<file path="config.mk">
export PLATFORM = sky130hd
export DESIGN_NAME = re_pattern_table
export DESIGN_NICKNAME = d
export VERILOG_FILES = /design/src/design/rpt_pkg.sv /design/src/design/re_pattern_table.sv /design/src/design/rpt_ctrl.sv /design/src/design/rpt_datapath.sv
export SDC_FILE = /design/constraint.sdc
export NUM_CORES = 1
export LEC_CHECK = 0
export ABC_AREA = 1
export BUFFER_PORTS_ARGS = -buffer_cell sky130_fd_sc_hd__buf_4
export CAP_MARGIN = 20
export CORE_MARGIN = 1.5
export CORE_UTILIZATION = 55
export CTS_BUF_LIST = sky130_fd_sc_hd__clkbuf_2
export DETAILED_ROUTE_END_ITERATION = 12
export PLACE_DENSITY = 0.73
export SLEW_MARGIN = 15
export SYNTH_ARGS = -nofsm -noshare
export SYNTH_HDL_FRONTEND = slang
export SYNTH_SLANG_ARGS = --single-unit
</file>
<file path="constraint.sdc">
create_clock -name clk -period 13.05 [get_ports clk]
set_clock_uncertainty 0.1 [all_clocks]
set_input_delay 1.9575 -clock clk [delete_from_list [all_inputs] [get_ports clk]]
set_output_delay 1.9575 -clock clk [all_outputs]
set_load 0.005 [all_outputs]
</file>
<file path="src/design/rpt_pkg.sv">
`default_nettype none

package rpt_pkg;

	localparam int RB_W = 9;
	localparam int SC_W = 12;
	localparam int SYM_W = 14;
	localparam int SYMIDX_W = 4;
	localparam int ELEM_W = 12;
	localparam int USED_W = 3;
	localparam int SC_PER_RB = 12;
	localparam int SYMBOLS = 14;

	localparam int IN_DATA_W = 72;
	localparam int OUT_DATA_W = 8;

	localparam int F_BEGIN_LSB = 0;
	localparam int F_END_LSB = 9;
	localparam int F_STRIDE_LSB = 18;
	localparam int F_SC_LSB = 27;
	localparam int F_SYM_LSB = 39;
	localparam int F_SYMIDX_LSB = 53;
	localparam int F_ELEM_LSB = 57;

	// reciprocal of 3 scaled by 2**11, exact for 10-bit dividends
	localparam int RECIP3 = 683;
	localparam int RECIP3_SHIFT = 11;

	typedef enum logic [1:0] {
		OP_CLEAR   = 2'd0,
		OP_MERGE   = 2'd1,
		OP_COLLIDE = 2'd2,
		OP_QUERY   = 2'd3
	} op_t;

	typedef enum logic [1:0] {
		STATUS_OK        = 2'd0,
		STATUS_FULL      = 2'd1,
		STATUS_COLLISION = 2'd2
	} status_t;

	typedef enum logic [1:0] {
		S_IDLE,
		S_SCAN,
		S_FINISH
	} state_t;

	typedef struct packed {
		logic capture;
		logic advance;
		logic clear_table;
		logic merge_write;
		logic append;
		logic set_hit;
		logic set_full;
		logic load_out;
	} cmd_t;

	typedef struct packed {
		op_t  op;
		logic skip;
		logic empty;
		logic hit;
		logic last;
		logic full;
		logic out_busy;
	} stat_t;

endpackage

`default_nettype wire

</file>
<file path="src/design/re_pattern_table.sv">
// Throughput: one item at a time; a scan reads one table entry per cycle.
// The next item is taken while the previous result still waits in the output register.
// Reset: arst_n clears the entry count and control state; table contents stay undefined.
`default_nettype none

module re_pattern_table #(
	parameter int TABLE_ENTRIES = 4,
	parameter int MAX_BLOCKS = 275
) (
	input  wire logic        clk,
	input  wire logic        arst_n,
	input  wire logic        s_tvalid,
	output logic             s_tready,
	// new_rb_begin, new_rb_end, new_rb_stride, new_sc_mask, new_symbol_mask,
	// symbol_index, element_index
	input  wire logic [71:0] s_tdata,
	// opcode
	input  wire logic [1:0]  s_tuser,
	output logic             m_tvalid,
	input  wire logic        m_tready,
	// status, is_masked, entries_used
	output logic [7:0]       m_tdata
);

	rpt_pkg::cmd_t  cmd;
	rpt_pkg::stat_t stat;

	rpt_ctrl u_ctrl (
		.clk      (clk),
		.arst_n   (arst_n),
		.s_tvalid (s_tvalid),
		.s_tready (s_tready),
		.stat     (stat),
		.cmd      (cmd)
	);

	rpt_datapath #(
		.TABLE_ENTRIES (TABLE_ENTRIES),
		.MAX_BLOCKS    (MAX_BLOCKS)
	) u_datapath (
		.clk      (clk),
		.arst_n   (arst_n),
		.s_tdata  (s_tdata),
		.s_tuser  (s_tuser),
		.m_tvalid (m_tvalid),
		.m_tready (m_tready),
		.m_tdata  (m_tdata),
		.cmd      (cmd),
		.stat     (stat)
	);

endmodule

`default_nettype wire

</file>
<file path="src/design/rpt_ctrl.sv">
`default_nettype none

module rpt_ctrl (
	input  wire logic          clk,
	input  wire logic          arst_n,
	input  wire logic          s_tvalid,
	output logic               s_tready,
	input  wire rpt_pkg::stat_t stat,
	output rpt_pkg::cmd_t      cmd
);

	rpt_pkg::state_t state_q;
	rpt_pkg::state_t state_d;

	always_ff @(posedge clk or negedge arst_n) begin
		if (!arst_n) begin
			state_q <= rpt_pkg::S_IDLE;
		end else begin
			state_q <= state_d;
		end
	end

	always_comb begin
		state_d = state_q;
		case (state_q)
			rpt_pkg::S_IDLE: begin
				if (s_tvalid) begin
					state_d = rpt_pkg::S_SCAN;
				end
			end
			rpt_pkg::S_SCAN: begin
				if (stat.op == rpt_pkg::OP_CLEAR || stat.skip || stat.empty || stat.hit
						|| stat.last) begin
					state_d = rpt_pkg::S_FINISH;
				end
			end
			rpt_pkg::S_FINISH: begin
				if (!stat.out_busy) begin
					state_d = rpt_pkg::S_IDLE;
				end
			end
			default: state_d = rpt_pkg::S_IDLE;
		endcase
	end

	always_comb begin
		cmd = '0;
		s_tready = 1'b0;
		case (state_q)
			rpt_pkg::S_IDLE: begin
				s_tready = 1'b1;
				cmd.capture = s_tvalid;
			end
			rpt_pkg::S_SCAN: begin
				if (stat.op == rpt_pkg::OP_CLEAR) begin
					cmd.clear_table = 1'b1;
				end else if (stat.skip) begin
					cmd = '0;
				end else if (!stat.empty && stat.hit) begin
					if (stat.op == rpt_pkg::OP_MERGE) begin
						cmd.merge_write = 1'b1;
					end else begin
						cmd.set_hit = 1'b1;
					end
				end else if (stat.empty || stat.last) begin
					if (stat.op == rpt_pkg::OP_MERGE) begin
						cmd.set_full = stat.full;
						cmd.append = !stat.full;
					end
				end else begin
					cmd.advance = 1'b1;
				end
			end
			rpt_pkg::S_FINISH: begin
				cmd.load_out = !stat.out_busy;
			end
			default: cmd = '0;
		endcase
	end

endmodule

`default_nettype wire

</file>
<file path="src/design/rpt_datapath.sv">
`default_nettype none

module rpt_datapath #(
	parameter int TABLE_ENTRIES = 4,
	parameter int MAX_BLOCKS = 275
) (
	input  wire logic                             clk,
	input  wire logic                             arst_n,
	input  wire logic [rpt_pkg::IN_DATA_W-1:0]    s_tdata,
	input  wire logic [1:0]                       s_tuser,
	output logic                                  m_tvalid,
	input  wire logic                             m_tready,
	output logic [rpt_pkg::OUT_DATA_W-1:0]        m_tdata,
	input  wire rpt_pkg::cmd_t                    cmd,
	output rpt_pkg::stat_t                        stat
);

	localparam int IW = (TABLE_ENTRIES > 1) ? $clog2(TABLE_ENTRIES) : 1;
	localparam int CW = $clog2(TABLE_ENTRIES + 1);

	logic [rpt_pkg::RB_W-1:0]  ent_begin_q  [TABLE_ENTRIES];
	logic [rpt_pkg::RB_W-1:0]  ent_end_q    [TABLE_ENTRIES];
	logic [rpt_pkg::RB_W-1:0]  ent_stride_q [TABLE_ENTRIES];
	logic [rpt_pkg::SC_W-1:0]  ent_sc_q     [TABLE_ENTRIES];
	logic [rpt_pkg::SYM_W-1:0] ent_sym_q    [TABLE_ENTRIES];

	logic [CW-1:0] entry_count_q;
	logic [IW-1:0] idx_q;
	rpt_pkg::op_t  op_q;
	logic          hit_q;
	logic          full_q;
	logic          out_valid_q;
	logic [rpt_pkg::OUT_DATA_W-1:0] out_q;

	logic [rpt_pkg::RB_W-1:0]     new_begin_q;
	logic [rpt_pkg::RB_W-1:0]     new_end_q;
	logic [rpt_pkg::RB_W-1:0]     new_stride_q;
	logic [rpt_pkg::SC_W-1:0]     new_sc_q;
	logic [rpt_pkg::SYM_W-1:0]    new_sym_q;
	logic [rpt_pkg::SYMIDX_W-1:0] sym_idx_q;
	logic [rpt_pkg::RB_W-1:0]     rb_q;
	logic [3:0]                   sc_idx_q;

	logic [rpt_pkg::ELEM_W-1:0] elem_in;
	logic [19:0]                rb_prod;
	logic [rpt_pkg::RB_W-1:0]   rb_in;
	logic [rpt_pkg::ELEM_W-1:0] rb_times12;
	logic [rpt_pkg::ELEM_W-1:0] sc_rem;

	logic [rpt_pkg::RB_W-1:0]  cur_begin;
	logic [rpt_pkg::RB_W-1:0]  cur_end;
	logic [rpt_pkg::RB_W-1:0]  cur_stride;
	logic [rpt_pkg::SC_W-1:0]  cur_sc;
	logic [rpt_pkg::SYM_W-1:0] cur_sym;
	logic                      sym_eq;
	logic                      sc_eq;
	logic                      merge_hit;
	logic                      collide_hit;
	logic                      query_hit;
	logic                      masks_empty;
	logic                      query_out_of_range;
	logic [IW-1:0]             wr_idx;
	rpt_pkg::status_t          res_status;
	logic                      res_masked;

	assign elem_in = s_tdata[rpt_pkg::F_ELEM_LSB +: rpt_pkg::ELEM_W];
	assign rb_prod = 20'(elem_in[rpt_pkg::ELEM_W-1:2]) * 20'(rpt_pkg::RECIP3);
	assign rb_in = rb_prod[rpt_pkg::RECIP3_SHIFT +: rpt_pkg::RB_W];
	assign rb_times12 = (rpt_pkg::ELEM_W'(rb_in) << 3) + (rpt_pkg::ELEM_W'(rb_in) << 2);
	assign sc_rem = elem_in - rb_times12;

	always_ff @(posedge clk) begin
		if (cmd.capture) begin
			new_begin_q <= s_tdata[rpt_pkg::F_BEGIN_LSB +: rpt_pkg::RB_W];
			new_end_q <= s_tdata[rpt_pkg::F_END_LSB +: rpt_pkg::RB_W];
			new_stride_q <= s_tdata[rpt_pkg::F_STRIDE_LSB +: rpt_pkg::RB_W];
			new_sc_q <= s_tdata[rpt_pkg::F_SC_LSB +: rpt_pkg::SC_W];
			new_sym_q <= s_tdata[rpt_pkg::F_SYM_LSB +: rpt_pkg::SYM_W];
			sym_idx_q <= s_tdata[rpt_pkg::F_SYMIDX_LSB +: rpt_pkg::SYMIDX_W];
			rb_q <= rb_in;
			sc_idx_q <= sc_rem[3:0];
		end
	end

	assign cur_begin = ent_begin_q[idx_q];
	assign cur_end = ent_end_q[idx_q];
	assign cur_stride = ent_stride_q[idx_q];
	assign cur_sc = ent_sc_q[idx_q];
	assign cur_sym = ent_sym_q[idx_q];

	assign sym_eq = (cur_sym == new_sym_q);
	assign sc_eq = (cur_sc == new_sc_q);
	assign merge_hit = (cur_begin == new_begin_q) && (cur_end == new_end_q)
		&& (cur_stride == new_stride_q) && (sym_eq || sc_eq);
	assign collide_hit = !(cur_begin > new_end_q || new_begin_q > cur_end)
		&& ((cur_sym & new_sym_q) != '0) && ((cur_sc & new_sc_q) != '0);
	assign query_hit = cur_sym[sym_idx_q] && (rb_q >= cur_begin) && (rb_q < cur_end)
		&& cur_sc[sc_idx_q];

	assign masks_empty = (new_sc_q == '0) || (new_sym_q == '0);
	assign query_out_of_range = (sym_idx_q >= rpt_pkg::SYMIDX_W'(rpt_pkg::SYMBOLS))
		|| (10'(rb_q) >= 10'(MAX_BLOCKS));

	always_comb begin
		stat.op = op_q;
		stat.empty = (entry_count_q == '0);
		stat.last = ((CW'(idx_q) + CW'(1)) == entry_count_q);
		stat.full = (entry_count_q == CW'(TABLE_ENTRIES));
		stat.out_busy = out_valid_q && !m_tready;
		case (op_q)
			rpt_pkg::OP_MERGE: begin
				stat.skip = masks_empty;
				stat.hit = merge_hit;
			end
			rpt_pkg::OP_COLLIDE: begin
				stat.skip = masks_empty;
				stat.hit = collide_hit;
			end
			rpt_pkg::OP_QUERY: begin
				stat.skip = query_out_of_range;
				stat.hit = query_hit;
			end
			default: begin
				stat.skip = 1'b0;
				stat.hit = 1'b0;
			end
		endcase
	end

	assign wr_idx = cmd.append ? entry_count_q[IW-1:0] : idx_q;

	always_ff @(posedge clk) begin
		if (cmd.append) begin
			ent_begin_q[wr_idx] <= new_begin_q;
			ent_end_q[wr_idx] <= new_end_q;
			ent_stride_q[wr_idx] <= new_stride_q;
			ent_sc_q[wr_idx] <= new_sc_q;
			ent_sym_q[wr_idx] <= new_sym_q;
		end else if (cmd.merge_write) begin
			if (sym_eq) begin
				ent_sc_q[wr_idx] <= cur_sc | new_sc_q;
			end else begin
				ent_sym_q[wr_idx] <= cur_sym | new_sym_q;
			end
		end
	end

	always_ff @(posedge clk or negedge arst_n) begin
		if (!arst_n) begin
			entry_count_q <= '0;
			idx_q <= '0;
			op_q <= rpt_pkg::OP_CLEAR;
			hit_q <= 1'b0;
			full_q <= 1'b0;
		end else begin
			if (cmd.capture) begin
				op_q <= rpt_pkg::op_t'(s_tuser);
				idx_q <= '0;
				hit_q <= 1'b0;
				full_q <= 1'b0;
			end else if (cmd.advance) begin
				idx_q <= idx_q + IW'(1);
			end
			if (cmd.set_hit) begin
				hit_q <= 1'b1;
			end
			if (cmd.set_full) begin
				full_q <= 1'b1;
			end
			if (cmd.clear_table) begin
				entry_count_q <= '0;
			end else if (cmd.append) begin
				entry_count_q <= entry_count_q + CW'(1);
			end
		end
	end

	always_comb begin
		res_masked = (op_q == rpt_pkg::OP_QUERY) && hit_q;
		if (op_q == rpt_pkg::OP_COLLIDE && hit_q) begin
			res_status = rpt_pkg::STATUS_COLLISION;
		end else if (full_q) begin
			res_status = rpt_pkg::STATUS_FULL;
		end else begin
			res_status = rpt_pkg::STATUS_OK;
		end
	end

	always_ff @(posedge clk or negedge arst_n) begin
		if (!arst_n) begin
			out_valid_q <= 1'b0;
		end else if (cmd.load_out) begin
			out_valid_q <= 1'b1;
		end else if (m_tready) begin
			out_valid_q <= 1'b0;
		end
	end

	always_ff @(posedge clk) begin
		if (cmd.load_out) begin
			out_q <= {2'b00, rpt_pkg::USED_W'(entry_count_q), res_masked, res_status};
		end
	end

	assign m_tvalid = out_valid_q;
	assign m_tdata = out_q;

`ifndef NO_ASSERTIONS
	a_count_bound: assert property (@(posedge clk) disable iff (!arst_n)
		entry_count_q <= CW'(TABLE_ENTRIES))
		else $error("entry count beyond table size");

	a_load_slot_free: assert property (@(posedge clk) disable iff (!arst_n)
		cmd.load_out |-> !(out_valid_q && !m_tready))
		else $error("result loaded over a pending transaction");

	a_single_write: assert property (@(posedge clk) disable iff (!arst_n)
		!(cmd.append && cmd.merge_write))
		else $error("append and merge write in the same cycle");

	a_clear_empties: assert property (@(posedge clk) disable iff (!arst_n)
		cmd.clear_table |=> entry_count_q == '0)
		else $error("table not empty after clear");

	a_append_not_full: assert property (@(posedge clk) disable iff (!arst_n)
		cmd.append |-> entry_count_q < CW'(TABLE_ENTRIES))
		else $error("append into a full table");
`endif

endmodule

`default_nettype wire

</file>
==> run summary, run 1 <==
Status - complete, no violations
Clk sinks - 300
Clk Latency, worst-skew pair - 900 ps
Hold Crit Endpoint - u_datapath.ent_end_q[1][6]
Leak - 8.11 nW
Starting density of the core - 56.0%
Syn avg cell area - 10.4 um2
I/O Pins - 88
Rel. slew slack - 46.5%
Setup violators final - 0
Clock power share - 20.2%
Hold Path Stages - 0
Flop pwr share - 41.4%
Placed wire-length estimate - 23.3 mm
Number of max-cap violations - 0
FF-to-FF Start - u_datapath.idx_q[0]
Die width - 174 um
Number of synthesized flops with an enable pin - 288
Vias in the first global route - 11,100
Setup repair after global routing missed its margin - false
Worst reg-to-reg path cell count - 26
Post-CTS Setup Inserts - 0
DR WL met2 - 17.1 mm
IO Port Bufs - 82
Pwr dens - 180 nW/um2
DRC Markers - 0
H-tree depth - 3
Fin. Hold Viols - 0
Post-synthesis cell type count - 40
Fillers - 2,381
Reg-to-Reg End - u_datapath.ent_end_q[3][6]
Leading cell type in the layout, fill and taps excluded - nand2_1
Met3 wire length - 2.10 mm
Layout area overhead - 10.3%
DR vias/cell - 5.32
Slew Limit Fails - 0
Register area - 8950 um2
Total die area - 30,400 um2
Post-CTS resize count - 0
WL final - 34.6 mm
Worst Setup SP - s_tdata[60]
Top layer in use - met4
YS warnings - 0
Core Box Area - 28,900 um2
Cell Area, Synth - 16,200 um2
Die Height - 174 um
Register area share after synthesis - 55.3%
Critical Path Source Type - primary input
Final period util - 42.9%
Hold Path Origin - u_datapath.new_end_q[6]
Drt pass-1 iters - 6
Global-route wire length before repair - 54.7 mm
Setup TNS - 0 ps
Sw Ratio - 39.6%
CTS Buf Count - 78
Ys async rst share - 4.00%
Max IR drop VDD - 103 uV
Crit path capture type - flop
Congestion Overflow GR - 0
Tightest Pin Transition - 803 ps
Clk buf depth - 3
Dominant synthesized flop cell - edfxtp_1
Final #Nets - 1,944
Total design power - 3.21 mW
WP data arrival - 6090 ps
Combinational power share - 38.4%
Detailed Route Iter0 Violations - 780
Post-layout util - 61.8%
Critical Path RT - 13,540 ps
Routed WL per cell - 16.3 um
Area occupied by multi-input gates - 6300 um2
Syn Inst Count - 1,548
Pint - 1.94 mW
Vias - 11,300
Commonest cells after routing, fill and taps aside - nand2_1, edfxtp_1, nand3_1
GPL Wtd Cong - 0.859
Yosys reg bits - 300
Critical path peak fanout - 5
Met1 wire length - 14.6 mm
Largest net degree at the start of global routing - 69
Final min period - 5600 ps
Clock transition at path regs - 90 ps
Antenna Nets Post-Route - 0
Crit path kind - in -> reg
CTS Hold Bufs - 0
CTS tree - yes
Internal reg-to-reg setup slack - 7640 ps
Clock tree root driver cell - clkbuf_2
Initial antenna violation count - 1
Max Fclk - 179 MHz
Site row count - 62
HP Class - reg -> reg
Switch Pwr - 1.27 mW
Layout cells sized above 1 - 15.1%
Tot GR Track Use - 23.1%
flip-flops by register name (all words and copies together) (netlist names), 3 cells and up:
signal / flops
u_datapath.ent_sym_q: 56
u_datapath.ent_sc_q: 48
u_datapath.ent_begin_q: 36
u_datapath.ent_end_q: 36
u_datapath.ent_stride_q: 36
u_datapath.new_sym_q: 14
u_datapath.new_sc_q: 12
u_datapath.new_begin_q: 9
u_datapath.new_end_q: 9
u_datapath.new_stride_q: 9
u_datapath.rb_q: 9
u_datapath.m_tdata: 6
u_datapath.sc_idx_q: 4
u_datapath.sym_idx_q: 4
u_datapath.entry_count_q: 3
worst max-delay path by stage:
stage / endpoint / slack, ps
4_1_cts: u_datapath.sc_idx_q[3] / 7500
3_3_place_gp: u_datapath.sc_idx_q[3] / 6640
6_report: u_datapath.sc_idx_q[3] / 7450
5_1_grt: u_datapath.ent_end_q[3][6] / 7260
2_1_floorplan: u_datapath.sc_idx_q[3] / 7030
3_5_place_dp: u_datapath.sc_idx_q[3] / 6590
synth_stat cells, types with 2 or more instances:
cell / instances / area share [%]
nor3_1: 6 / 0.19
o21ai_2: 14 / 0.76
o2111ai_1: 2 / 0.11
buf_4: 13 / 0.60
nand2_2: 3 / 0.12
xnor2_1: 4 / 0.22
dfrtp_1: 12 / 1.9
edfxtp_1: 288 / 53
o31ai_1: 3 / 0.14
or2_2: 3 / 0.12
a21oi_2: 2 / 0.11
inv_1: 169 / 3.9
nand2_1: 450 / 10
ha_1: 157 / 12
nand3b_1: 10 / 0.46
o21ai_1: 13 / 0.40
o21a_1: 2 / 0.093
xor2_1: 15 / 0.81
a21oi_1: 26 / 0.80
buf_2: 18 / 0.56
inv_2: 4 / 0.093
fa_1: 22 / 2.7
nand2_4: 2 / 0.14
nor4_1: 5 / 0.19
o21ai_0: 19 / 0.59
a211oi_1: 2 / 0.093
o211ai_1: 3 / 0.14
buf_6: 8 / 0.56
nor2_1: 74 / 1.7
clkbuf_1: 2 / 0.046
nand3_1: 179 / 5.5
nand4_1: 10 / 0.39
power groups by stage:
| stage | sequential [mW] | clock (mW) | combinational (mW) |
|---|---|---|---|
| 2_1_floorplan | 1.29 | 0 | 0.953 |
| 3_3_place_gp | 1.34 | 0 | 1.18 |
| 3_5_place_dp | 1.35 | 0 | 1.23 |
| 4_1_cts | 1.33 | 0.666 | 1.24 |
| 5_1_grt | 1.34 | 0.712 | 1.41 |
| 6_report | 1.33 | 0.647 | 1.23 |
logic make-up (layout without fill, tap and decap cells):
kind of cell	after synthesis	in the layout	share of synthesized area, %
buf+inv	215	406	5.82
flops	300	300	55.3
fa+ha+maj	179	179	14.9
compound gates	88	88	3.32
xor+xnor	19	19	1.03
simple gates	746	746	19.6
other cells	1	3	0.0232
metrics by stage:
step | instance area (um2) | instances | setup slack, ps | hold WS [ps]
final | 17800 | 2125 | 7450 | 432
after global routing | 17800 | 2125 | 7260 | 430
after CTS | 17800 | 2124 | 7500 | 433
after detailed placement | 17100 | 1991 | 6590 | 441
after global placement | 17100 | 1991 | 6640 | 420
after floorplan | 16200 | 1549 | 7030 | 374
critical path, stage by stage:
cell	delay, ps
buf_4	140
ha_1	340
inv_1	80
fa_1	480
fa_1	560
inv_1	60
fa_1	490
ha_1	310
ha_1	310
o211ai_1	90
o21ai_0	290
xor2_1	310
ha_1	230
xor2_1	170
xor2_1	180
xor2_1	80
cell type report:
| type | count | area share, % |
|---|---|---|
| Sequential cell | 300 | 50.2 |
| Multi-Input combinational cell | 1034 | 35.3 |
| Clock buffer | 117 | 3.28 |
| Timing Repair Buffer | 99 | 4.17 |
| Tap cell | 384 | 2.69 |
| Inverter | 174 | 3.68 |
| Antenna cell | 1 | 0.0140 |
| Clock inverter | 16 | 0.659 |
layer usage:
layer | vias to the layer above | global-route usage [%]
li1 | 5548 | -
met1 | 5324 | 29.1
met2 | 362 | 39.0
met3 | 66 | 4.51
met4 | 0 | 9.45
met5 | - | 0
No activity file was read; power rests on OpenSTA's default activity.
==> run 2, diff against run 1 <==
==> constraint.sdc (replaced) <==
create_clock -name clk -period 5.7 [get_ports clk]
set_clock_uncertainty 0.1 [all_clocks]
set_input_delay 0.855 -clock clk [delete_from_list [all_inputs] [get_ports clk]]
set_output_delay 0.855 -clock clk [all_outputs]
set_load 0.005 [all_outputs]
==> run 2 against run 1 <==
Against the previous run:
- register-to-register slack got worse by 6900 ps
- critical path depth increased by 8
- core utilization up 2.0 points
- sequential cell count is the same
- global-route usage up 0.68 points
- worst hold slack worse by 340 ps
- worst setup slack worse by 6800 ps
- routed wire length grew 1.6%
- largest power group unchanged
==> run summary, run 2 (synthesis gave the netlist of run 1 again) <==
Status - complete, no violations
Flop pwr share - 41.3%
Die width - 174 um
H-tree depth - 3
CP Capture Point - u_datapath.ent_end_q[3][6]
Slowest library cell on the worst path - dfrtp_4
Sw Ratio - 40.0%
Stages on the worst setup path - 24
Final #Nets - 1,996
Combinational power share - 38.9%
Critical Path Source Type - flop
Routed WL per cell - 16.1 um
CTS Buf Count - 78
Kind of cell adding the most delay to the critical path - simple AND/OR/NAND/NOR gates
Number of max-cap violations - 0
WL final - 35.2 mm
Die Height - 174 um
Crit path kind - reg -> reg
Max Fclk - 200 MHz
Layout area overhead - 13.8%
Tot GR Track Use - 23.7%
Pre-CTS WS - 380 ps
Critical Path RT - 6080 ps
CTS tree - yes
Setup TNS - 0 ps
Fin. Hold Viols - 0
Post-CTS resize count - 0
Crit-path cells - inv_4 -> nand2_1 -> nand3_1 -> nand2_1 -> ha_1 -> or2_2 -> nor2_1 -> nand2_1 -> nand2_1 -> nand2_1 -> nor2_1 -> nand2_1 -> nor2_1 -> nand2_1 -> nor2_1 -> nor2_1 -> nand2_2 -> nand3_4 -> nand3_1 -> nand2_1 -> inv_1 -> nand2_1 -> nor2_2 -> buf_4
Switch Pwr - 2.95 mW
Largest net degree at the start of global routing - 57
DRC Markers - 0
Tightest Pin Transition - 989 ps
WP buf/inv - 3
Worst Setup SP - u_datapath.idx_q[0]
Setup repair after global routing missed its margin - false
DR vias/cell - 5.22
Layout cells sized above 1 - 14.5%
FF-to-FF Start - u_datapath.idx_q[0]
Max incr delay on CP - 690 ps
Flip-flop count of the largest register after layout - 56
Crit path top cell by count - nand2_1
Clk Latency, worst-skew pair - 880 ps
WP data arrival - 5380 ps
Clock tree root driver cell - clkbuf_2
Cell Area, Placed - 17,200 um2
Rel. slew slack - 34.0%
Slew Limit Fails - 0
Core Box Area - 28,900 um2
Crit path capture type - flop
Placed wire-length estimate - 23.3 mm
Final period util - 87.8%
Clock power share - 19.9%
Clk buf depth - 3
GPL Wtd Cong - 0.856
Internal reg-to-reg setup slack - 690 ps
Final instance area - 18,400 um2
Max IR drop VDD - 223 uV
Vias - 11,400
Placed cell count - 1,992
Setup violators final - 0
Drt pass-1 iters - 6
Leak - 8.33 nW
Vias in the first global route - 11,500
Pwr dens - 400 nW/um2
Congestion Overflow GR - 0
Clk sinks - 300
Fillers - 2,306
Initial antenna violation count - 1
Regs by FF count - u_datapath.ent_sym_q x56, u_datapath.ent_sc_q x48
Leading cell type in the layout, fill and taps excluded - nand2_1
Global-route wire length before repair - 56.3 mm
IO Port Bufs - 82
Clock transition at path regs - 100 ps
Antenna Nets Post-Route - 0
Top reg by flops - u_datapath.ent_sym_q
Starting density of the core - 56.0%
Site row count - 62
I/O Pins - 88
Hold slack - 94.4 ps
Critical path peak fanout - 56
Reg-to-Reg End - u_datapath.ent_end_q[3][6]
Total die area - 30,400 um2
HP Class - in -> reg
Final setup margin - 694 ps
Pint - 4.42 mW
Worst reg-to-reg path cell count - 24
Detailed Route Iter0 Violations - 836
Commonest cells after routing, fill and taps aside - nand2_1, edfxtp_1, nand3_1
Final min period - 5010 ps
Layout Cells excl Fill - 2,187
[run 2: power by group through the flow]
stage | sequential, mW | clock, mW | combinational (mW)
floorplan | 2.96 | 0 | 2.18
global placement | 3.08 | 0 | 2.72
detailed placement | 3.08 | 0 | 2.82
CTS | 3.04 | 1.51 | 2.87
global route | 3.07 | 1.61 | 3.31
finish | 3.04 | 1.46 | 2.86
[run 2: layer usage]
metal  global-route usage, %  vias to the layer above  wire length [um]
met5                       0                        -                 0
met1                    29.6                     5384             15100
met2                    40.6                      305             17400
li1                        -                     5665                 -
met4                    10.2                        0               924
met3                    4.29                       71              1670
[run 2: worst min path at each step]
stage                startpoint                       to  cells past startpoint  slack [ps]
6_report            s_tdata[13]  u_datapath.new_end_q[4]                      1          90
5_1_grt             s_tdata[46]  u_datapath.new_sym_q[7]                      1           2
4_1_cts             s_tdata[44]  u_datapath.new_sym_q[5]                      1           7
3_5_place_dp   u_datapath.hit_q         u_datapath.hit_q                      2         430
3_3_place_gp   u_datapath.hit_q         u_datapath.hit_q                      2         420
2_1_floorplan  u_datapath.hit_q         u_datapath.hit_q                      2         370
[run 2: through the flow]
stage	total power, mW	utilization, %
2_1_floorplan	5.14	-
3_3_place_gp	5.80	59.5
3_5_place_dp	5.90	59.5
4_1_cts	7.41	63.5
5_1_grt	7.99	63.8
6_report	7.36	63.8
[run 2: timing repair]
item / CTS / global route
hold buffers: 44 / 7
endpoints found under the hold margin: 55 / 7
buffers inserted: 0 / 0
[run 2: layout make-up]
type	instances	area, um2	share of cell area (%)
clock inverters	32	168	0.911
inverters	174	657	3.57
repair buffers	151	1290	6.99
diodes	1	2.50	0.0136
multi-input cells	1034	6300	34.2
flip-flops and latches	300	8950	48.7
clock buffers	111	556	3.02
well taps	384	480	2.61
